<file path="src/sv/assert_macros.svh">
// assertion macros shared by the mask store rtl
// no dependencies; include by bare file name
`ifndef ASSERT_MACROS_SVH
`define ASSERT_MACROS_SVH

// same-cycle implication, checked at each rising edge outside reset
`define PBMS_ASSERT_IMP(lbl, clk, rstn, ante, cons, msg) \
	lbl: assert property (@(posedge clk) disable iff (!rstn) (ante) |-> (cons)) \
		else $error(msg);

// next-cycle implication, checked at each rising edge outside reset
`define PBMS_ASSERT_NXT(lbl, clk, rstn, ante, cons, msg) \
	lbl: assert property (@(posedge clk) disable iff (!rstn) (ante) |=> (cons)) \
		else $error(msg);

`endif

</file>
<file path="src/sv/pbms_pkg.sv">
// shared types and constants for the packed bit mask store
// no dependencies; imported by every module of the block but pbms_mem
package pbms_pkg;

	// default store limits
	localparam int MAX_WIDTH_DEF  = 256;
	localparam int MAX_HEIGHT_DEF = 256;

	// configuration port
	localparam int CFG_W   = 9;
	localparam int CFG_IDX_W = 1;
	localparam logic [CFG_IDX_W-1:0] REG_WIDTH_PX  = 1'd0;
	localparam logic [CFG_IDX_W-1:0] REG_HEIGHT_PX = 1'd1;
	localparam logic [CFG_W-1:0] WIDTH_PX_RST  = 9'd256;
	localparam logic [CFG_W-1:0] HEIGHT_PX_RST = 9'd256;

	// position compare width: a register value plus one bit for the limit
	localparam int CMP_W = CFG_W + 1;
	localparam int POS_W = 10;

	// stream payload widths
	localparam int IN_TDATA_W  = 24;
	localparam int OUT_TDATA_W = 8;

	localparam logic [7:0] BYTE_ONES  = 8'hFF;
	localparam logic [7:0] BYTE_ZEROS = 8'h00;
	localparam logic [7:0] BIT_ONE    = 8'h01;

	typedef enum logic [1:0] {
		MODE_READ  = 2'd0,
		MODE_WRITE = 2'd1,
		MODE_FILL  = 2'd2,
		MODE_CLEAR = 2'd3
	} mode_t;

	// sweep sequencer status toward the datapath
	typedef struct packed {
		logic       busy;
		logic       done;
		logic       we;
		logic [7:0] wdata;
	} sweep_status_t;

endpackage

</file>
<file path="src/sv/pbms_locate.sv">
// position check and byte address generation for one pixel
// depends on pbms_pkg for field and compare widths
module pbms_locate
	import pbms_pkg::*;
#(
	parameter int MAX_WIDTH  = MAX_WIDTH_DEF,
	parameter int MAX_HEIGHT = MAX_HEIGHT_DEF,
	parameter int ADDR_W     = 13
) (
	input  logic [CFG_W-1:0]        width_px,
	input  logic [CFG_W-1:0]        height_px,
	input  logic signed [POS_W-1:0] x,
	input  logic signed [POS_W-1:0] y,
	output logic                    in_range,
	output logic [ADDR_W-1:0]       addr,
	output logic [2:0]              bit_sel
);

	localparam int STRIDE_MAX = (MAX_WIDTH + 7) / 8;
	localparam int STRIDE_W   = $clog2(STRIDE_MAX + 1);
	localparam int PROD_W     = (POS_W - 1) + STRIDE_W;
	localparam logic [CMP_W-1:0] MAXW_V = CMP_W'(MAX_WIDTH);
	localparam logic [CMP_W-1:0] MAXH_V = CMP_W'(MAX_HEIGHT);

	logic [CMP_W-1:0]  w_eff;
	logic [CMP_W-1:0]  h_eff;
	logic [CMP_W-1:0]  stride_full;
	logic [STRIDE_W-1:0] stride;
	logic [POS_W-2:0]  x_mag;
	logic [POS_W-2:0]  y_mag;
	logic [PROD_W:0]   byte_idx;

	// saturate the configured size to the store limits
	assign w_eff = ({1'b0, width_px} > MAXW_V) ? MAXW_V : {1'b0, width_px};
	assign h_eff = ({1'b0, height_px} > MAXH_V) ? MAXH_V : {1'b0, height_px};

	// row stride in bytes
	assign stride_full = (w_eff + CMP_W'(7)) >> 3;
	assign stride      = stride_full[STRIDE_W-1:0];

	assign x_mag = x[POS_W-2:0];
	assign y_mag = y[POS_W-2:0];

	// negative positions and positions past the edge are rejected
	assign in_range = !x[POS_W-1] && !y[POS_W-1]
		&& ({1'b0, x_mag} < w_eff) && ({1'b0, y_mag} < h_eff);

	// row start plus byte column
	assign byte_idx = (PROD_W + 1)'(y_mag * stride) + (PROD_W + 1)'(x_mag[POS_W-2:3]);
	assign addr     = byte_idx[ADDR_W-1:0];

	// leftmost pixel sits in the msb
	assign bit_sel = ~x_mag[2:0];

endmodule

</file>
<file path="config.mk">
export PLATFORM = sky130hd
export DESIGN_NAME = pbms_locate
export DESIGN_NICKNAME = d
export VERILOG_FILES = /design/src/sv/assert_macros.svh /design/src/sv/pbms_pkg.sv /design/src/sv/pbms_locate.sv
export SDC_FILE = /design/constraint.sdc
export NUM_CORES = 1
export LEC_CHECK = 0
export BUFFER_PORTS_ARGS = -buffer_cell sky130_fd_sc_hd__buf_2
export CELL_PAD_IN_SITES_DETAIL_PLACEMENT = 1
export CELL_PAD_IN_SITES_GLOBAL_PLACEMENT = 2
export CORE_MARGIN = 5
export CORE_UTILIZATION = 36
export DETAILED_ROUTE_END_ITERATION = 10
export PLACE_DENSITY_LB_ADDON = 0.1
export SYNTH_ARGS = -nofsm -noshare
export SYNTH_HDL_FRONTEND = slang
export SYNTH_SLANG_ARGS = --single-unit
</file>
<file path="constraint.sdc">
create_clock -name vclk -period 18.9
set_clock_uncertainty 0.2 [all_clocks]
set_input_delay 2.835 -clock vclk [all_inputs]
set_output_delay 2.835 -clock vclk [all_outputs]
set_load 0.01 [all_outputs]
</file>
After elaboration in Yosys (flattened, before gate mapping):

Index checks and enable logic that the tools add are counted.

* register bits after elaboration: 0
* input port bits: 38
* output and inout bits: 17
* word-level logic and storage cells: 15

* $add $sub $neg: 2
* $mul: 1
* order comparisons: 4
* mux-type cells: 2
* bitwise gates (word level): 1
* reductions and logical operators: 5

Operators with widths (number)
* $gt A9 B9 Y1 const B: 2
* $lt A9 B9 Y1: 2
* $mux W9: 2
* $add A13 B6 Y13: 1
* $mul A9 B6 Y13: 1
* $add A9 B3 Y9 const B: 1
* $logic_and A1 B1 Y1: 3
* $not A3 Y3: 1
* $logic_not A1 Y1: 2

Depth between registers and ports, before layout:

Gate-level depths: netlist of run 1.

* depth after elaboration: 5
* depth in mapped cells: 20
* gate-level depth less buffers: 20

Least setup slack after synthesis of run 1:

Ideal clock, no wire load.

* path kind: in2out
* start: in width_px[0]
* end: out addr[11]
* arrival: 7563 ps
* path slack: 8302 ps
* stages: 19
* buffers on the path: 0
* path through: nor3_1 > nor2_1 > and3_1 > xnor2_1 > nor2_1 > nand2_1 > fa_1 > fa_1 > inv_1 > fa_1 > inv_1 > fa_1 > inv_1 > ha_1 > inv_1 > o21bai_1 > a2111oi_0 > o31ai_1 > xor2_1

* cells in the longest elaborated chain, start to end: 5

Ends and longest elaborated chain
* from (decl): line pbms_locate.sv:10 `input logic [CFG_W-1:0] width_px,`
* $gt A9 B9 Y1: line pbms_locate.sv:34 `assign w_eff = ({1'b0, width_px} > MAXW_V) ? MAXW_V : {1'b0, width_px};`
* $mux W9 (*): line pbms_locate.sv:34
* $add A9 B3 Y9 (*): line pbms_locate.sv:38 `assign stride_full = (w_eff + CMP_W'(7)) >> 3;`
* $mul A9 B6 Y13 (*): line pbms_locate.sv:49 `assign byte_idx = (PROD_W + 1)'(y_mag * stride) + (PROD_W + 1)'(x_mag[POS_W-2:3]);`
* $add A13 B6 Y13 (*): line pbms_locate.sv:49
* to (decl): line pbms_locate.sv:15 `output logic [ADDR_W-1:0] addr,`

Mark *: on every way between the ends. The rest lies on a longest branch, timed or not.

Worst setup path in the final report of run 1:

Ends and elaborated chain as after synthesis.

==> metrics, run 1 <==
Die Area 0.00797 mm^2; Seq cells 0; DR DRC count 0; CP endpoint kind primary output; vias between 1500 and 2000; post-placement cell count around 400; Tmin final approximately 11 ns; crit path max fanout 9; Post-Layout Cell Count between 300 and 400; max-cap viol count 0; fraction of layout cells with a size suffix above 1 18.8%; WS Path Type in -> out; Syn Nets roughly 380; initial antenna violation count 0; DIE HEIGHT roughly 89 um; Worst slew margin about half; antenna-violating nets left 0; Req. time, crit path around 16 ns; CTS resizes 0; Slowest-stage cell, CP a2111oi_0; Sw Share a little under three fifths; clock power share 0%; top-count cell post-synth ha_1; PnR Total Power about 0.00015 W; internal power about 0.000067 W; gr ovfl total 0; Site Rows 28; Die Span X 89.3 um; num ports 55; CP Launch Type primary input; Core ar. between 0.006 and 0.007 mm^2; average cell area after synthesis ~8.5 um^2; RSZ-0062 raised after global routing no; combinational share of power 100.0%; setup TNS 0 ns; fill count 771; Seq pwr share 0%; CTS Hold Buffers Added 0; leading area contributor after synthesis fa_1; class of the worst hold path in -> out; synth unique cells 36; Synth Cell Area ~0.0023 mm^2; nets 436; vias per inst approximately 5.0; max-slew violations 0; gr usage total 15.1%; Switch Pwr about 0.000083 W; first drt pass iteration count 4; postcts setup bufs 0; leakage power between 1 and 1.5 nW; WL/cell about 14 um; final period utilization between 60% and 70%; CP Cell Sequence buf_2, nor3_1, nor2_1, and3_1, xnor2_1, nor2_1, nand2_1, fa_1, fa_1, inv_1, fa_1, inv_1, fa_1, inv_1, ha_1, inv_1, o21bai_1, a2111oi_0, o31ai_1, xor2_1, buf_2; # port buffers 55; Synth area leaders fa_1 27%, ha_1 25%, and2_1 8.6%; largest net degree at the start of global routing 10; Slew @ Worst Pin roughly 0.73 ns; CP peak stage delay around 0.70 ns; first-pass GRT wire length 9700 um; synth cell count leaders 45 x ha_1, 38 x inv_1, 31 x and2_1, 31 x fa_1, 30 x nand2_1; Post-DP HPWL between 5000 and 6000 um; initial core utilization between 30% and 40%; final hold violation count 0; status complete, no violations; Antenna Cells 0; count of final setup violators 0; vias in the first global route 2061; sequential element share of the synthesized area 0%; pwr/cell area 57.2 mW/mm^2; clk_buf instances 0; gp weighted congestion about 0.8; sequential cell area 0 um^2; Ys Warns 0; Iter 0 DRT Violations 31; Gate Count Post-Synth about 270; P&R area growth vs syn 16.3%; Final Core Density around 44%; Crit path arrival time 8.41 ns; share of the synthesized area in the top cell type about 27%; Fmax just under 0.09 GHz; final wirelength ~5700 um; worst ir drop on vdd just under 0.06 mV
-- placed cells by master, fill, tap and decap left out, drive strengths merged, types with 3 or more instances in the layout --
cell	count
xor2	8
nor2	9
nand2b	3
nand2	30
nand3	3
nor2b	9
xnor2	11
inv	38
buf	55
ha	45
a21oi	10
a21o	4
o21a	3
fa	31
nor3	3
o21ai	7
and2	31
-- power by group through the flow --
| stage | clock network, W | logic, W | registers [W] |
|---|---|---|---|
| 4_1_cts | 0 | 0.000155 | 0 |
| 5_1_grt | 0 | 0.000173 | 0 |
| 2_1_floorplan | 0 | 0.000106 | 0 |
| 6_report | 0 | 0.000150 | 0 |
| 3_5_place_dp | 0 | 0.000154 | 0 |
| 3_3_place_gp | 0 | 0.000150 | 0 |
-- kinds of logic after synthesis --
family	synth area share, %
xor+xnor	7.36
compound gates	11.7
simple gates	22.0
buf+inv	6.64
fa+ha+maj	52.3
-- worst max-delay path, delay by kind of cell --
kind / cells / cell delay, ns
AOI/OAI and AO/OA: 3 / 0.95
buffers and inverters: 6 / 0.48
xor gates and xnor gates: 2 / 0.29
and+or+nand+nor: 5 / 1.46
adders and majority gates: 5 / 2.39
-- final timing paths --
check                         to  slack, ns        start  depth (start not counted)
worst min-delay path  bit_sel[0]       5.71         x[0]                          3
worst max-delay path    addr[11]       7.45  width_px[0]                         21
-- cell type report --
| cell class | count | area [um^2] | area share, % |
|---|---|---|---|
| Inverter | 40 | 150 | 5.71 |
| Timing Repair Buffer | 55 | 275 | 10.5 |
| Multi-Input combinational cell | 225 | 2110 | 80.3 |
| Tap cell | 75 | 93.8 | 3.57 |
-- stage by stage --
stage	worst slack, ns	instance area [um^2]	hold slack [ns]
after floorplan	8.30	2260	5.51
after global placement	7.59	2630	5.71
after detailed placement	7.45	2630	5.72
after CTS	7.44	2630	5.72
after global routing	7.10	2630	5.74
final	7.45	2630	5.71
-- layer usage --
layer  wire, um  global-route usage, %  up-vias
li1           -                      -      978
met4          0                      0        0
met2       2980                   28.8       28
met3        158                  0.276        0
met5          0                      0        -
met1       2580                   20.3      951
No activity file was read; power rests on OpenSTA's default activity.
==> inputs of run 2 (changes only) <==
--- a/config.mk
+++ b/config.mk
@@ -9,7 +9,7 @@
 export CELL_PAD_IN_SITES_DETAIL_PLACEMENT = 1
 export CELL_PAD_IN_SITES_GLOBAL_PLACEMENT = 2
 export CORE_MARGIN = 5
-export CORE_UTILIZATION = 36
+export CORE_UTILIZATION = 34
 export DETAILED_ROUTE_END_ITERATION = 10
 export PLACE_DENSITY_LB_ADDON = 0.1
 export SYNTH_ARGS = -nofsm -noshare
==> constraint.sdc (replaced) <==
create_clock -name vclk -period 10.6
set_clock_uncertainty 0.2 [all_clocks]
set_input_delay 1.59 -clock vclk [all_inputs]
set_output_delay 1.59 -clock vclk [all_outputs]
set_load 0.01 [all_outputs]
==> run 2 against run 1 <==
Die area rose by 5.2%. Cell area about the same. Via count up 0.15%. Non-clock buffer count unchanged. Setup slack worse by 5.7 ns. Core utilization down 2.7 points. Combinational power up 77%. Critical path type unchanged. Largest power group unchanged. Highest routed layer unchanged.
==> metrics, run 2 (synthesis gave the netlist of run 1 again) <==
status complete, no violations; Seq pwr share 0% (unchanged); wire length on met2 2690 um (-9.5%); Fmax between 0.1 and 0.15 GHz; WS Path Type in -> out; Sw Share 55.1% (-0.067 points); combinational share of power 100.0% (about the same); clock power share 0% (unchanged); max-slew violations 0 (unchanged); pwr/cell area 101 mW/mm^2 (+76%); worst setup path startpoint width_px[0]; WL/cell 13.6 um (-6.1%); leakage power 1.43 nW (unchanged); largest net degree at the start of global routing 10 (unchanged); CP Launch Type primary input; Post-DP HPWL 4970 um (-4.6%); Core ar. 0.00642 mm^2 (+6.6%); Post-Layout Cell Count 397 (+0.51%); Site Rows 29 (+3.6%); most common cell after layout, fill and taps aside buf_2; worst hold start x[0]; Seq cells 0 (unchanged); Slew @ Worst Pin 0.699 ns (-0.0287 ns); antenna-violating nets left 0 (unchanged); Worst slew margin 52.2% (+2.0 points); initial core utilization 35.2% (-2.3 points); max-cap viol count 0 (unchanged); first-pass GRT wire length 9920 um (+2.2%); crit path max fanout 9 (unchanged); DIE HEIGHT 91.6 um (+2.6%); post-placement cell count 397 (+0.51%); final wirelength 5390 um (-5.6%); postcts setup bufs 0 (unchanged); count of final setup violators 0 (unchanged); setup TNS 0 ns (unchanged); vias per inst 4.94 (-0.35%); CP endpoint kind primary output; CTS Hold Buffers Added 0 (unchanged); final period utilization about 84%; vias in the first global route 2094 (+1.6%); Die Span X 91.6 um (+2.6%); Iter 0 DRT Violations 25 (-19%); initial antenna violation count 0 (unchanged); Switch Pwr 0.000146 W (+76%); worst ir drop on vdd 0.0752 mV (+26%); fraction of layout cells with a size suffix above 1 18.8% (unchanged); num ports 55 (unchanged); internal power 0.000119 W (+77%); Antenna Cells 0 (unchanged); most frequent cells in the layout 55 x buf_2, 45 x ha_1, 38 x inv_1, 31 x and2_1, 31 x fa_1; gr usage total 13.8% (-1.4 points); Crit path arrival time 7.06 ns (-1.35 ns); Tmin final slightly below 9 ns; met3 wire length 185 um (+17%); first drt pass iteration count 4 (unchanged); Die Area 0.00839 mm^2 (+5.2%); sequential cell area 0 um^2 (unchanged); P&R area growth vs syn 16.4% (about the same); nets 436 (unchanged); DR DRC count 0 (unchanged); Req. time, crit path 8.81 ns (-7.06 ns); uppermost layer routed met3; clk_buf instances 0 (unchanged); vias 1960 (+0.15%); class of the worst hold path in -> out; CTS resizes 0 (unchanged); gr ovfl total 0 (unchanged); # port buffers 55 (unchanged); WL met1 2520 um (-2.5%); RSZ-0062 raised after global routing no; gp weighted congestion 0.759 (-5.1%); final hold violation count 0 (unchanged)
run 2: worst max-delay path, cell delays in order:
cell and delay [ns]:
buf_2 0.11, nor3_1 0.49, nor2_1 0.17, and3_1 0.23, xnor2_1 0.12, nor2_1 0.37, nand2_1 0.14, fa_1 0.49
fa_1 0.55, inv_1 0.06, fa_1 0.52, inv_1 0.05, fa_1 0.49, inv_1 0.04, ha_1 0.33, inv_1 0.07
o21bai_1 0.08, a2111oi_0 0.68, o31ai_1 0.16, xor2_1 0.17, buf_2 0.15
run 2: routing by layer:
layer  vias up  GRT usage (%)
met5         -              0
met4         0              0
met3         0          0.909
met2        31           24.9
met1       948           19.1
li1        981              -
run 2: cell type report:
cell class         count  area [um^2]
fillers              815         3790
inverters             40          150
multi-input cells    225         2110
well taps             77         96.3
repair buffers        55          275
run 2: power by group through the flow:
stage / sequential, W / clock (W) / combinational (W)
final: 0 / 0 / 0.000265
after global placement: 0 / 0 / 0.000269
after CTS: 0 / 0 / 0.000274
after detailed placement: 0 / 0 / 0.000271
after floorplan: 0 / 0 / 0.000189
after global routing: 0 / 0 / 0.000307
run 2: metrics by stage:
step / hold slack (ns) / setup WS [ns] / total power (W) / instance area [um^2] / utilization (%)
final: 3.22 / 1.75 / 0.000265 / 2630 / 41.0
after global placement: 3.22 / 1.80 / 0.000269 / 2630 / 41.0
after CTS: 3.22 / 1.71 / 0.000274 / 2630 / 41.0
after floorplan: 3.02 / 2.49 / 0.000189 / 2260 / -
after global routing: 3.24 / 1.23 / 0.000307 / 2630 / 41.0
after detailed placement: 3.22 / 1.72 / 0.000271 / 2630 / 41.0
run 2: path summary, 6_finish.rpt:
path	endpoint	slack (ns)	cells past startpoint
min	bit_sel[0]	3.22	3
max	addr[11]	1.75	21
==> inputs of run 3 (changes only) <==
--- a/config.mk
+++ b/config.mk
@@ -9,7 +9,7 @@
 export CELL_PAD_IN_SITES_DETAIL_PLACEMENT = 1
 export CELL_PAD_IN_SITES_GLOBAL_PLACEMENT = 2
 export CORE_MARGIN = 5
-export CORE_UTILIZATION = 34
+export CORE_UTILIZATION = 30
 export DETAILED_ROUTE_END_ITERATION = 10
 export PLACE_DENSITY_LB_ADDON = 0.1
 export SYNTH_ARGS = -nofsm -noshare
==> constraint.sdc (replaced) <==
create_clock -name vclk -period 8.05
set_clock_uncertainty 0.2 [all_clocks]
set_input_delay 1.2075 -clock vclk [all_inputs]
set_output_delay 1.2075 -clock vclk [all_outputs]
set_load 0.01 [all_outputs]
==> run 3 against run 2 <==
Setup slack got worse by 1.4 ns. Highest routed layer is now met4. Largest cell class unchanged. Hold slack worse by 0.77 ns. Largest power group unchanged. Critical path type unchanged. Critical path depth unchanged.
==> metrics, run 3 (synthesis gave the netlist of run 1 again) <==
worst ir drop on vdd 0.0921 mV (+23%); Hold EP bit_sel[0]; setup TNS 0 ns (unchanged); Post-DP HPWL 5280 um (+6.1%); worst hold start x[0]; initial core utilization 31.0% (-4.2 points); DR DRC count 0 (unchanged); CP Cell Sequence buf_2, nor3_2, nor2_1, nand2_1, xor2_1, nor2_1, and2_1, fa_1, ha_1, inv_1, fa_1, fa_1, inv_1, ha_1, a21oi_1, o21bai_1, a2111oi_0, buf_4, o31ai_1, xor2_1, buf_2; Iter 0 DRT Violations 19 (-24%); class of the worst hold path in -> out; Fmax about 0.13 GHz; WS Path Type in -> out; CP peak stage delay 0.55 ns (-0.13 ns); most used cell, CP fa_1; count of final setup violators 0 (unchanged); leakage power 1.46 nW (+1.8%); Req. time, crit path 6.64 ns (-2.17 ns); RSZ-0062 raised after global routing no; postcts setup bufs 0 (unchanged); most frequent cells in the layout 55 x buf_2, 45 x ha_1, 38 x inv_1, 31 x and2_1, 31 x fa_1; CP Launch Type primary input; status complete, no violations; Crit path buffers/inverters 5 (-1); antenna-violating nets left 0 (unchanged); Slew @ Worst Pin 0.580 ns (-0.120 ns); final hold violation count 0 (unchanged); most common cell after layout, fill and taps aside buf_2; crit path max fanout 9 (unchanged); WL/cell 13.8 um (+1.2%); pwr/cell area 133 mW/mm^2 (+32%); num ports 55 (unchanged); Site Rows 31 (+6.9%); slack of the critical path 0.379 ns (-1.37 ns); final wirelength 5830 um (+8.1%); # port buffers 55 (unchanged); max-slew violations 0 (unchanged); Crit path arrival time 6.26 ns (-0.80 ns); vias per inst 4.66 (-5.7%); Seq cells 0 (unchanged); final period utilization about 95%; Die Area 0.00938 mm^2 (+12%); gp weighted congestion 0.753 (-0.83%); CP endpoint kind primary output; Top Family by Delay on Critical Path adder cells; Die Span X 96.8 um (+5.7%); sequential cell area 0 um^2 (unchanged); Core ar. 0.00729 mm^2 (+14%); Tmin final 7.67 ns; clk_buf instances 0 (unchanged); first drt pass iteration count 4 (unchanged); gr ovfl total 0 (unchanged); largest net degree at the start of global routing 10 (unchanged); Antenna Cells 0 (unchanged); max-cap viol count 0 (unchanged); Hold Path Stages 3 (unchanged); nets 441 (+1.1%); first-pass GRT wire length 10200 um (+3.3%); fraction of layout cells with a size suffix above 1 20.3% (+1.6 points); CTS resizes 0 (unchanged); worst slack at placement 0.240 ns (-1.48 ns); vias in the first global route 2184 (+4.3%); initial antenna violation count 0 (unchanged); vias 1974 (+0.71%); Worst slew margin 61.2% (+9.0 points); gr usage total 12.5% (-1.3 points); Slowest-stage cell, CP a2111oi_0; P&R area growth vs syn 19.5%; CTS Hold Buffers Added 0 (unchanged); DIE HEIGHT 96.8 um (+5.7%)
-- run 3: changes by cell type in the layout (fill, tap and decap cells not counted) --
cell	change
nor3_1	-1
nor3_2	+1
buf_4	+5
-- run 3: through the flow --
step                hold WS [ns]  cells  utilization, %  power, W  instance area (um^2)
floorplan                   2.26    265               -  0.000248                  2260
global placement            2.46    424            37.0  0.000363                  2700
detailed placement          2.46    424            37.0  0.000366                  2700
CTS                         2.46    424            37.0  0.000369                  2700
global route                2.46    424            37.1  0.000410                  2700
finish                      2.45    424            37.1  0.000358                  2700
-- run 3: how the worst max path moves through the flow --
stage                           start        to  cells after the start
after floorplan           width_px[0]  addr[11]                     19
after global placement    width_px[0]  addr[11]                     23
after detailed placement  width_px[0]  addr[11]                     21
after CTS                 width_px[0]  addr[11]                     21
after global routing      width_px[0]  addr[11]                     21
final                     width_px[0]  addr[11]                     21
-- run 3: area by class of cell --
type / instances / area [um^2]
Inverter: 40 / 150
Fill cell: 913 / 4590
Tap cell: 99 / 124
Multi-Input combinational cell: 225 / 2120
Timing Repair Buffer: 60 / 313
-- run 3: layer usage --
layer  share of wire [%]  wire (um)  up-vias  track usage, %
met3                 2.9        169        2           0.935
met5                   0          0        -               0
li1                    -          -      988               -
met2                  49       2850       32            22.6
met4                0.72         42        0           0.756
met1                  47       2770      952            17.0
-- run 3: tightest hold or removal path, delay by kind of cell --
kind	cells	cell delay, ns
buffers and inverters	3	0.24
-- run 3: power by group --
group / total (W) / internal [W] / leakage [nW] / switching (W)
clock: 0 / 0 / 0 / 0
combinational: 0.000358 / 0.000163 / 1.46 / 0.000195
sequential: 0 / 0 / 0 / 0
total: 0.000358 / 0.000163 / 1.46 / 0.000195
