===== src/sv/assert_macros.svh =====
// assertion macros shared by the mask store rtl
// no dependencies; include by bare file name
`ifndef ASSERT_MACROS_SVH
`define ASSERT_MACROS_SVH

// same-cycle implication, checked at each rising edge outside reset
`define PBMS_ASSERT_IMP(lbl, clk, rstn, ante, cons, msg) \
	lbl: assert property (@(posedge clk) disable iff (!rstn) (ante) |-> (cons)) \
		else $error(msg);

// next-cycle implication, checked at each rising edge outside reset
`define PBMS_ASSERT_NXT(lbl, clk, rstn, ante, cons, msg) \
	lbl: assert property (@(posedge clk) disable iff (!rstn) (ante) |=> (cons)) \
		else $error(msg);

`endif


===== src/sv/pbms_pkg.sv =====
// shared types and constants for the packed bit mask store
// no dependencies; imported by every module of the block but pbms_mem
package pbms_pkg;

	// default store limits
	localparam int MAX_WIDTH_DEF  = 256;
	localparam int MAX_HEIGHT_DEF = 256;

	// configuration port
	localparam int CFG_W   = 9;
	localparam int CFG_IDX_W = 1;
	localparam logic [CFG_IDX_W-1:0] REG_WIDTH_PX  = 1'd0;
	localparam logic [CFG_IDX_W-1:0] REG_HEIGHT_PX = 1'd1;
	localparam logic [CFG_W-1:0] WIDTH_PX_RST  = 9'd256;
	localparam logic [CFG_W-1:0] HEIGHT_PX_RST = 9'd256;

	// position compare width: a register value plus one bit for the limit
	localparam int CMP_W = CFG_W + 1;
	localparam int POS_W = 10;

	// stream payload widths
	localparam int IN_TDATA_W  = 24;
	localparam int OUT_TDATA_W = 8;

	localparam logic [7:0] BYTE_ONES  = 8'hFF;
	localparam logic [7:0] BYTE_ZEROS = 8'h00;
	localparam logic [7:0] BIT_ONE    = 8'h01;

	typedef enum logic [1:0] {
		MODE_READ  = 2'd0,
		MODE_WRITE = 2'd1,
		MODE_FILL  = 2'd2,
		MODE_CLEAR = 2'd3
	} mode_t;

	// sweep sequencer status toward the datapath
	typedef struct packed {
		logic       busy;
		logic       done;
		logic       we;
		logic [7:0] wdata;
	} sweep_status_t;

endpackage


===== src/sv/pbms_sweep.sv =====
// sequencer that writes one byte value over the whole memory
// depends on pbms_pkg; runs a clearing pass right after reset
module pbms_sweep
	import pbms_pkg::*;
#(
	parameter int DEPTH  = 8192,
	parameter int ADDR_W = 13
) (
	input  logic              clk,
	input  logic              arst_n,
	input  logic              start,
	input  logic              fill_ones,
	output sweep_status_t     status,
	output logic [ADDR_W-1:0] addr
);

	typedef enum logic {
		ST_IDLE,
		ST_SWEEP
	} state_t;

	localparam logic [ADDR_W-1:0] LAST_ADDR = ADDR_W'(DEPTH - 1);

	state_t            state_q;
	logic [ADDR_W-1:0] addr_q;
	logic [7:0]        data_q;
	logic              last;

	assign last = (addr_q == LAST_ADDR);

	// one byte per cycle from address zero up to the last entry
	always_ff @(posedge clk or negedge arst_n) begin
		if (!arst_n) begin
			state_q <= ST_SWEEP;
			addr_q  <= '0;
			data_q  <= BYTE_ZEROS;
		end else begin
			case (state_q)
				ST_IDLE: begin
					if (start) begin
						state_q <= ST_SWEEP;
						addr_q  <= '0;
						data_q  <= fill_ones ? BYTE_ONES : BYTE_ZEROS;
					end
				end
				ST_SWEEP: begin
					if (last) begin
						state_q <= ST_IDLE;
					end else begin
						addr_q <= addr_q + ADDR_W'(1);
					end
				end
				default: state_q <= ST_IDLE;
			endcase
		end
	end

	assign status.busy  = (state_q == ST_SWEEP);
	assign status.we    = (state_q == ST_SWEEP);
	assign status.done  = (state_q == ST_SWEEP) && last;
	assign status.wdata = data_q;
	assign addr         = addr_q;

endmodule


===== config.mk =====
export PLATFORM = sky130hd
export DESIGN_NAME = pbms_sweep
export DESIGN_NICKNAME = d
export VERILOG_FILES = /design/src/sv/assert_macros.svh /design/src/sv/pbms_pkg.sv /design/src/sv/pbms_sweep.sv
export SDC_FILE = /design/constraint.sdc
export NUM_CORES = 1
export LEC_CHECK = 0
export BUFFER_PORTS_ARGS = -buffer_cell sky130_fd_sc_hd__clkbuf_2
export CAP_MARGIN = 30
export CORE_MARGIN = 10
export CORE_UTILIZATION = 52
export DETAILED_ROUTE_END_ITERATION = 16
export PLACE_DENSITY = 0.89
export RECOVER_POWER = 25
export SLEW_MARGIN = 20
export SYNTH_ARGS = -nofsm -noshare
export SYNTH_HDL_FRONTEND = slang
export SYNTH_SLANG_ARGS = --single-unit

===== constraint.sdc =====
create_clock -name clk -period 3.95 [get_ports clk]
set_input_delay 0.5925 -clock clk [delete_from_list [all_inputs] [get_ports clk]]
set_output_delay 0.5925 -clock clk [all_outputs]
set_load 0.01 [all_outputs]

Word level (Yosys, flattened, before mapping)

Cells that the tools add are included.

Bits in registers: 22
Bits of input ports: 4
Output and inout port bits: 24
Word-level logic and storage cells: 18

Add/subtract/negate cells: 1
Equal/unequal tests: 3
Mux-type cells: 7
Bitwise gates (word level): 1
Reductions and logical operators: 3

Operator list:

| kind                  | number |
|---|---|
| $mux 13               | 2 |
| $pmux 13 s2           | 1 |
| $add 13x1->13 const B | 1 |
| $eq 13x13->1 const B  | 1 |
| $mux 8                | 1 |
| $ne 2x2->1 const B    | 2 |
| $reduce_and 2->1      | 2 |
| $mux 1                | 2 |
| $pmux 1 s2            | 1 |
| $logic_and 1x1->1     | 1 |
| $not 1->1             | 1 |

Logic depth before layout (Yosys ltp)

Gate-level depths: netlist of run 1.

Depth in word-level cells: 3
Mapped depth: 7
Mapped depth without buffers: 6

Least setup slack after synthesis of run 1

Ideal clock, no wire load.

Path kind: register to output
Start point: register state_q
End point: output port status[9] (netlist name)
Arrival time: 1.300 ns
Data required time: 3.357 ns
Slack: 2.057 ns
Stages on the path, launching flop included: 4
Path buffers: 2
Path through: dfstp_2 -> clkbuf_1 -> clkbuf_1 -> and3_1

RTL lines:

| item                     | RTL line         | text |
|---|---|---|
| start: declaration       | pbms_sweep.sv:24 | `state_t state_q;` |
| start signal: assignment | pbms_sweep.sv:34 | `state_q <= ST_SWEEP;` |
| start signal: assignment | pbms_sweep.sv:41 | `state_q <= ST_SWEEP;` |
| start signal: assignment | pbms_sweep.sv:48 | `state_q <= ST_IDLE;` |
| end: declaration         | pbms_sweep.sv:13 | `output sweep_status_t status,` |

==> run summary, run 1 <==
Top FF cell, synth -> dfrtp_1
Synth cell types -> 34
CTS Root Cell -> clkbuf_4
Syn Area/Cell -> 9.91 um2
# DRC -> 0
Inserted Diodes -> 0
Clock Skew -> 10.6 ps
Worst-path fanout max -> 6
Setup TNS -> 0 ps
Detailed Route WL -> 2000 um
Vias post-DR -> 714
I/O pin total -> 28
DIE WIDTH -> 60.7 um
Status -> complete, no violations
Post-synth EDFFs -> 0
Post-CTS Setup Inserts -> 0
F_max -> 454 MHz
Final nets -> 112
CP required -> 3360 ps
Largest net degree at the start of global routing -> 25
Seq. cell area -> 377 um2
FF-to-FF Start -> addr[1]
Lkg Pwr -> 0.507 nW
Max incr delay on CP -> 430 ps
RR Endpoint -> addr[11]
Cells after synthesis -> 87
Initial antenna violation count -> 0
Placed Cells -> 118
Total global-route track usage -> 11.1%
Register area share after synthesis -> 43.7%
Detail Route Antenna Nets -> 0
Post-route non-filler standard cell count -> 122
FILL cells -> 129
Area growth from synthesis to layout -> 10.9%
Placement row count -> 14
# clock sinks -> 15
Routability cong. -> 0.757
Hold bufs inserted after CTS -> 0
Die Ht -> 60.7 um
Post-CTS sizing -> 0
Hold Crit Class -> primary input to async pin
DR iter-0 viols -> 25
Unrepaired setup endpoints after global routing -> false
Worst EP arrival -> 1610 ps
Fin crit period -> 2200 ps
Slew @ Worst Pin -> 803 ps
Detailed Routing Iterations Pass 1 -> 4
Wire length per cell -> 16.4 um
Max-cap violation count -> 0
Clock tree buffer depth -> 2
Worst reg2reg setup slack -> 2160 ps
Netlist Area Pre-Place -> 862 um2
Total Die Area -> 0.00369 mm2
Crit start category -> flip-flop
Slowest CP cell -> dfrtp_1
Final Hold Viols -> 0
Footprint of the multi-input gates -> 385 um2
R2r worst-path depth -> 6
Via/cell ratio -> 5.85
Latest clock arrival within the worst-skew pair -> 300 ps
Final period utilization -> 55.7%
Worst VDD drop -> 0.286 mV
Async S/R FF share, synth -> 100%
Critical path class -> flip-flop to primary output
Setup crit end kind -> primary output
Clock buffer count from CTS -> 3
Vias in the first global route -> 640
Clock H-tree levels -> 1
DP Wirelength -> 1490 um
Worst path cell trace -> ha_1, nand3_1, nor2_4, and3_1, clkbuf_2
Most frequent cells in the layout -> clkbuf_2 (26), dfrtp_1 (14), nand2_1 (7)
Post-Syn Nets -> 92
Core area -> 0.00154 mm2
Warnings from Yosys -> 0
Slew Limit Fails -> 0
Port bufs -> 27
CTS tree -> built
Most common cell after layout, fill and taps aside -> clkbuf_2
Starting density of the core -> 55.9%
Pwr per Cell Area -> 562 mW/mm2
First-pass GRT wire length -> 3060 um
Slew headroom -> 46.5%
Final setup violation count -> 0
Layout cell share with drive strength beyond 1 -> 34.0%
Reg clk slew, reported paths -> 100 ps
Util after Layout -> 62.0%
Gr ovfl total -> 0
Number of synthesized register bits -> 15
## sequential cells by signal, indices dropped and copies added, names as in the netlist
register  cells
data_q        1
state_q       1
addr         13
## stage by stage
step	total power, W	worst slack [ps]	hold slack, ps	area (um2)
2_1_floorplan	0.000373	2060	297	862
3_3_place_gp	0.000436	2140	523	931
3_5_place_dp	0.000447	2090	528	931
4_1_cts	0.000537	1770	212	957
5_1_grt	0.000571	1650	410	956
6_report	0.000537	1750	347	956
## routing by layer
layer	GRT usage [%]	wire length, um
met1	13.6	819
met2	15.9	917
met4	5.64	31
met5	0	0
met3	5.01	229
## critical path: cells and delay by family (launching register included)
family / cells / cell delay [ps]
AND/OR/NAND/NOR: 3 / 490
flip-flops: 1 / 430
adder cells (fa/ha/maj): 1 / 270
buffers and inverters: 1 / 130
## report_power, final
part	internal [W]	switching (W)	leakage [nW]
logic	0.0000879	0.0000939	0.304
clock network	0.0000394	0.0000535	0.0150
registers	0.000194	0.0000683	0.187
total	0.000321	0.000216	0.507
## synthesized netlist by cell type (all sizes together), types with 2 or more instances
cell type,n,area share (%)
inv,3,1.6
clkbuf,2,0.87
nor2,6,3.5
nand2,7,3.0
buf,10,9.1
nor3,3,1.7
dfrtp,14,41
xor2,4,4.1
a22o,6,6.1
nand3,5,2.9
a31oi,2,1.5
a21oi,4,2.3
and3,3,2.2
## final cells by class
type,count,area share [%]
multi-input combinational,57,40.3
tap,16,2.09
clock buffer,4,2.75
inverter,3,1.44
sequential,15,39.4
timing repair buffer,27,14.0
## kinds of logic after synthesis
logic type	count (synthesis)	share of synthesized area, %
AND/OR/NAND/NOR	32	21.5
AO/OA/AOI/OAI	18	15.4
buffers and inverters	15	11.6
flip-flops	15	43.7
XOR/XNOR	5	5.08
multiplexers	1	1.31
adder cells (fa/ha/maj)	1	1.45
## worst max-delay path by stage
stage          slack, ps  depth (start not counted)  startpoint         to
2_1_floorplan       2060                          3     state_q  status[9]
3_3_place_gp        2140                          5     addr[0]  status[9]
3_5_place_dp        2090                          5     addr[0]  status[9]
4_1_cts             1770                          5     addr[0]  status[9]
5_1_grt             1650                          5     addr[0]  status[9]
6_report            1750                          5     addr[1]  status[9]
Note: power is estimated with default switching activity, not from simulation.
==> run 2, diff against run 1 <==
CORE_UTILIZATION = 48   (was 52)
PLACE_DENSITY = 0.83   (was 0.89)
clock period = 2.2 ns   (was 3.95 ns; I/O delays follow)
==> run summary, run 2 (synthesis results as in run 1) <==
Final period utilization -> 86.8%
Clock H-tree levels -> 1 (unchanged)
Placed Area -> 942 um2 (+1.2%)
Worst path cell trace -> ha_1, nand3_1, nor2_4, and3_1, clkbuf_2
Total global-route track usage -> 9.60% (-1.5 points)
Gr ovfl total -> 0 (unchanged)
CP required -> 1870 ps (-1490 ps)
Max reg flops -> 13 (unchanged)
Via/cell ratio -> 5.18 (-11%)
Pwr per Cell Area -> 970 mW/mm2 (+73%)
Hold Crit Class -> primary input to flip-flop
Largest net degree at the start of global routing -> 25 (unchanged)
Slew headroom -> 46.5% (about the same)
Post-CTS Setup Inserts -> 0 (unchanged)
Worst Hold Slack -> 283 ps (-63.6 ps)
Highest Signal Layer -> met4
Latest clock arrival within the worst-skew pair -> 280 ps (-20 ps)
Placement row count -> 15 (+1)
Core area -> 0.00171 mm2 (+11%)
DR iter-0 viols -> 31 (+24%)
Most frequent cells in the layout -> clkbuf_2 (26), dfrtp_1 (14), nand2_1 (7)
DIE WIDTH -> 62.4 um (+2.7%)
Final setup violation count -> 0 (unchanged)
Fin crit period -> 1910 ps
Routability cong. -> 0.813 (+7.4%)
Setup TNS -> 0 ps (unchanged)
Vias post-DR -> 684 (-4.2%)
Starting density of the core -> 50.5% (-5.4 points)
I/O pin total -> 28 (unchanged)
Clock tree buffer depth -> 2 (unchanged)
FILL cells -> 152 (+18%)
Status -> complete, no violations
Met3 Routed Length -> 165 um (-28%)
Final nets -> 113 (+0.89%)
Initial antenna violation count -> 0 (unchanged)
Final Instance Area -> 978 um2 (+2.4%)
First-pass GRT wire length -> 3120 um (+1.8%)
Lkg Pwr -> 0.514 nW (+1.4%)
Detailed Routing Iterations Pass 1 -> 5 (+1)
Post-route non-filler standard cell count -> 132 (+8.2%)
Worst EP arrival -> 1580 ps (-30 ps)
Layout cell share with drive strength beyond 1 -> 34.6% (+0.62 points)
Slowest CP cell -> dfrtp_1
Placed Cells -> 127 (+7.6%)
Max incr delay on CP -> 420 ps (about the same)
# clock sinks -> 15 (unchanged)
Slew Limit Fails -> 0 (unchanged)
Reg clk slew, reported paths -> 90 ps (about the same)
Worst Path Buf+Inv -> 1 (unchanged)
Setup crit end kind -> primary output
Util after Layout -> 57.3% (-4.7 points)
Post-CTS sizing -> 0 (unchanged)
Slew @ Worst Pin -> 803 ps (+0.0302 ps)
Final Hold Viols -> 0 (unchanged)
Critical path class -> flip-flop to primary output
Area growth from synthesis to layout -> 13.5%
Clock buffer count from CTS -> 3 (unchanged)
Met1 WL -> 984 um (+20%)
Most common cell after layout, fill and taps aside -> clkbuf_2
Met2 routed WL -> 778 um (-15%)
Wire length per cell -> 14.7 um (-10%)
Max-cap violation count -> 0 (unchanged)
Detail Route Antenna Nets -> 0 (unchanged)
Clock Skew -> 1.38 ps (-9.22 ps)
Detailed Route WL -> 1940 um (-2.8%)
Crit path max-delay family -> simple AND/OR/NAND/NOR gates
Die Ht -> 62.4 um (+2.7%)
# DRC -> 0 (unchanged)
Port bufs -> 27 (unchanged)
F_max -> 524 MHz
Total Die Area -> 0.00389 mm2 (+5.6%)
CTS tree -> built
CTS Root Cell -> clkbuf_4
Unrepaired setup endpoints after global routing -> false
Inserted Diodes -> 0 (unchanged)
Vias in the first global route -> 641 (+0.16%)
Worst-path fanout max -> 6 (unchanged)
Worst VDD drop -> 0.726 mV (+150%)
DP Wirelength -> 1430 um (-4.1%)
Crit start category -> flip-flop
==> run 2: cell types whose count changed in the layout (fill, tap and decap cells not counted) <==
| cell | before | now |
|---|---|---|
| clkbuf_1 | 2 | 1 |
| clkinv_2 | 0 | 1 |
| dlygate4sd3_1 | 0 | 1 |
==> run 2: report_power, final <==
part / switching (W) / internal (W)
Clock: 0.0000894 / 0.0000673
Combinational: 0.000163 / 0.000159
Sequential: 0.000122 / 0.000348
Total: 0.000375 / 0.000574
==> run 2: what timing repair did <==
action,4_1_cts,5_1_grt
hold buffers,1,0
hold endpoints to repair,14,0
setup endpoints to repair,0,0
==> run 2: layout make-up <==
cell class,count,area [um2],share of cell area [%]
inverters,3,13.8,1.41
multi-input cells,57,385,39.4
repair buffers,28,144,14.7
clock inverters,1,5.00,0.512
clock buffers,3,22.5,2.30
flip-flops and latches,15,377,38.5
well taps,25,31.3,3.20
==> run 2: worst reg2reg max path, stage by stage (launching register included) <==
cell and delay (ps):
dfrtp_1 420, ha_1 250, nand3_1 160, nor2_4 170, a31o_1 420, inv_4 70
o221ai_1 190
==> run 2: per-stage QoR <==
step | setup slack [ps] | total power (W)
2_1_floorplan | 570 | 0.000670
3_3_place_gp | 559 | 0.000789
3_5_place_dp | 486 | 0.000800
4_1_cts | 280 | 0.000961
5_1_grt | 133 | 0.00102
6_report | 291 | 0.000949
==> run 2: path summary, 6_finish.rpt <==
check | from | end | slack, ps | cells after the start
max | addr[0] | status[9] | 290 | 5
min | fill_ones | data_q[6] | 280 | 3
max reg2reg | addr[0] | addr[11] | 440 | 6
min reg2reg | addr[12] | addr[12] | 570 | 2
max in group asynchronous | arst_n | addr[11] | 1040 | 2
min in group asynchronous | arst_n | addr[1] | 660 | 2
==> run 2: metal layers <==
layer / vias to the layer above / GRT usage, %
met1: 312 / 12.2
li1: 344 / -
met5: - / 0
met3: 2 / 4.48
met2: 26 / 14.2
met4: 0 / 2.51
==> run 3, diff against run 2 <==
ABC_AREA = 1   (was unset)
CORE_UTILIZATION = 50   (was 48)
CTS_CLUSTER_DIAMETER = 60   (was unset)
PLACE_DENSITY = 0.85   (was 0.83)
SKIP_CTS_REPAIR_TIMING = 1   (was unset)
==> run summary, run 3 <==
Final period utilization -> 82.9% (-3.9 points)
Die Ht -> 63.1 um (+1.2%)
Max reg flops -> 13 (unchanged)
Initial antenna violation count -> 0 (unchanged)
Register area share after synthesis -> 40.5% (-3.2 points)
Reg clk slew, reported paths -> 90 ps (about the same)
Placed Cells -> 169 (+33%)
FILL cells -> 168 (+11%)
Clock share of power -> 35.9% (+19 points)
Top cells by count, synth -> nand2_1 (41), nand3_1 (16), inv_1 (15)
Logic pwr share -> 1.9% (-32 points)
Slew headroom -> 47.3% (+0.80 points)
Clock H-tree levels -> 1 (unchanged)
Pwr per Cell Area -> 420 mW/mm2 (-57%)
Synth cell types -> 21 (-38%)
Cells after synthesis -> 127 (+46%)
Setup TNS -> 0 ps (unchanged)
NetSw -> 0.0000947 W (-75%)
Vias post-DR -> 841 (+23%)
Placement row count -> 15 (unchanged)
Post-synthesis compound-gate area fraction -> 5.25% (-10 points)
Lkg Pwr -> 0.573 nW (+12%)
Critical path class -> flip-flop to primary output
Post-Syn Nets -> 132 (+43%)
Clock tree buffer depth -> 2 (unchanged)
Hold Crit Class -> primary input to flip-flop
Share of the synthesized area in the top cell type -> 37.7% (-3.0 points)
Routability cong. -> 0.909 (+12%)
Worst EP arrival -> 1490 ps (-90 ps)
Starting density of the core -> 53.3% (+2.8 points)
Synth Area in Adders -> 1.35% (-0.11 points)
CP required -> 1870 ps (about the same)
Simple-gate share of the synthesized area -> 34.7% (+13 points)
Largest net degree at the start of global routing -> 16 (-36%)
Gr ovfl total -> 0 (unchanged)
Dominant cell type by area after synthesis -> dfrtp_1
Status -> complete, no violations
Detailed Route WL -> 2070 um (+6.3%)
Fin crit period -> 1820 ps (-85.1 ps)
Synth area leaders -> dfrtp_1 (38%), nand2_1 (17%), nand3_1 (8.6%)
DR iter-0 viols -> 29 (-6.5%)
Latest clock arrival within the worst-skew pair -> 290 ps (about the same)
DP Wirelength -> 1600 um (+12%)
Layout cell share with drive strength beyond 1 -> 25.5% (-9.1 points)
Detail Route Antenna Nets -> 0 (unchanged)
# DRC -> 0 (unchanged)
Mux cell area share after synthesis -> 1.21% (-0.095 points)
Inserted Diodes -> 0 (unchanged)
Slew @ Worst Pin -> 791 ps (-12.0 ps)
Top-count cell post-synth -> nand2_1
Port bufs -> 27 (unchanged)
Slew Limit Fails -> 0 (unchanged)
I/O pin total -> 28 (unchanged)
Most frequent cells in the layout -> nand2_1 (41), clkbuf_2 (26), nand3_1 (16)
CTS Root Cell -> clkbuf_4
Syn Area/Cell -> 7.32 um2 (-26%)
F_max -> 548 MHz (+4.7%)
Total global-route track usage -> 10.1% (+0.54 points)
Util after Layout -> 60.4% (+3.1 points)
Main combinational cell family by area after synthesis -> simple AND/OR/NAND/NOR gates
Detailed Routing Iterations Pass 1 -> 4 (-1)
Worst-path fanout max -> 5 (-1)
Cell Int Power -> 0.000349 W (-39%)
Number of synthesized register bits -> 15 (unchanged)
# clock sinks -> 15 (unchanged)
Post-route non-filler standard cell count -> 174 (+32%)
Total Die Area -> 0.00398 mm2 (+2.4%)
Async S/R FF share, synth -> 100% (unchanged)
Switching Fraction -> 21.4% (-18 points)
Clock buffer count from CTS -> 3 (unchanged)
Netlist Area Pre-Place -> 930 um2 (+7.8%)
First-pass GRT wire length -> 3380 um (+8.4%)
Final setup violation count -> 0 (unchanged)
Clock Skew -> 9.95 ps (+8.57 ps)
Unrepaired setup endpoints after global routing -> false
CTS tree -> built
Core area -> 0.00175 mm2 (+2.2%)
Post-synth EDFFs -> 0 (unchanged)
Setup crit end kind -> primary output
Crit start category -> flip-flop
Most common cell after layout, fill and taps aside -> nand2_1
Vias in the first global route -> 772 (+20%)
Final nets -> 155 (+37%)
DIE WIDTH -> 63.1 um (+1.2%)
Warnings from Yosys -> 0 (unchanged)
Max-cap violation count -> 0 (unchanged)
Wire length per cell -> 11.9 um (-19%)
Area growth from synthesis to layout -> 13.5% (about the same)
Sequential share of power -> 62.1% (+13 points)
Synth Area in XOR/XNOR -> 1.88% (-3.2 points)
Top FF cell, synth -> dfrtp_1
Worst VDD drop -> 0.268 mV (-63%)
Worst Hold Slack -> 278 ps (-5.13 ps)
Design Power -> 0.000443 W (-53%)
Via/cell ratio -> 4.83 (-6.7%)
Final Hold Viols -> 0 (unchanged)
## run 3: cell types whose count changed after synthesis, moves of 3 or more
cell / change
nand2_1: +34
inv_1: +13
nand3_1: +11
a22o_1: -6
nor2_1: +5
and3_1: -3
nor3_1: -3
## run 3: power groups by stage
stage          registers (W)  clock network, W      logic, W
6_report            0.000276          0.000159    0.00000851
5_1_grt             0.000276          0.000175    0.00000990
4_1_cts             0.000276          0.000164    0.00000806
3_5_place_dp        0.000281                 0    0.00000807
3_3_place_gp        0.000281                 0    0.00000800
2_1_floorplan       0.000281                 0  0.0000000203
## run 3: cell type report
type / count / area [um2] / area share, %
timing repair buffer: 29 / 151 / 14.4
sequential: 15 / 377 / 35.7
tap: 25 / 31.3 / 2.97
clock buffer: 4 / 26.3 / 2.49
inverter: 15 / 56.3 / 5.34
multi-input combinational: 86 / 413 / 39.1
## run 3: path summary, 6_finish.rpt
check	from	endpoint	slack, ps	cells after the start
max in group asynchronous	arst_n	addr[6]	1070	2
hold / removal	fill_ones	data_q[6]	280	2
min in group asynchronous	arst_n	addr[7]	620	2
setup / recovery	addr[0]	status[9]	380	6
setup reg to reg	addr[0]	addr[9]	510	8
hold reg to reg	addr[10]	addr[10]	560	2
## run 3: per-stage QoR
stage,instance area (um2),worst slack (ps)
2_1_floorplan,930,757
3_3_place_gp,1020,576
3_5_place_dp,1020,531
4_1_cts,1050,371
5_1_grt,1050,194
6_report,1050,376
## run 3: per-layer routing
layer | global-route usage (%) | wire, um
met1 | 12.1 | 976
met2 | 15.4 | 897
met3 | 4.06 | 158
met4 | 5.03 | 33
met5 | 0 | 0
## run 3: critical path, stage by stage, from the launching register on
cell	delay, ps
dfrtp_1	410
ha_1	200
nand2_1	90
nor2_2	140
nand4_1	130
nor2_1	100
clkbuf_2	140
## run 3: cell families (layout without fill, tap and decap cells)
kind of cell | after synthesis | after routing
simple gates | 75 | 75
mux | 1 | 1
fa+ha+maj | 1 | 1
flops | 15 | 15
compound gates | 7 | 7
xor+xnor | 2 | 2
buf+inv | 26 | 48
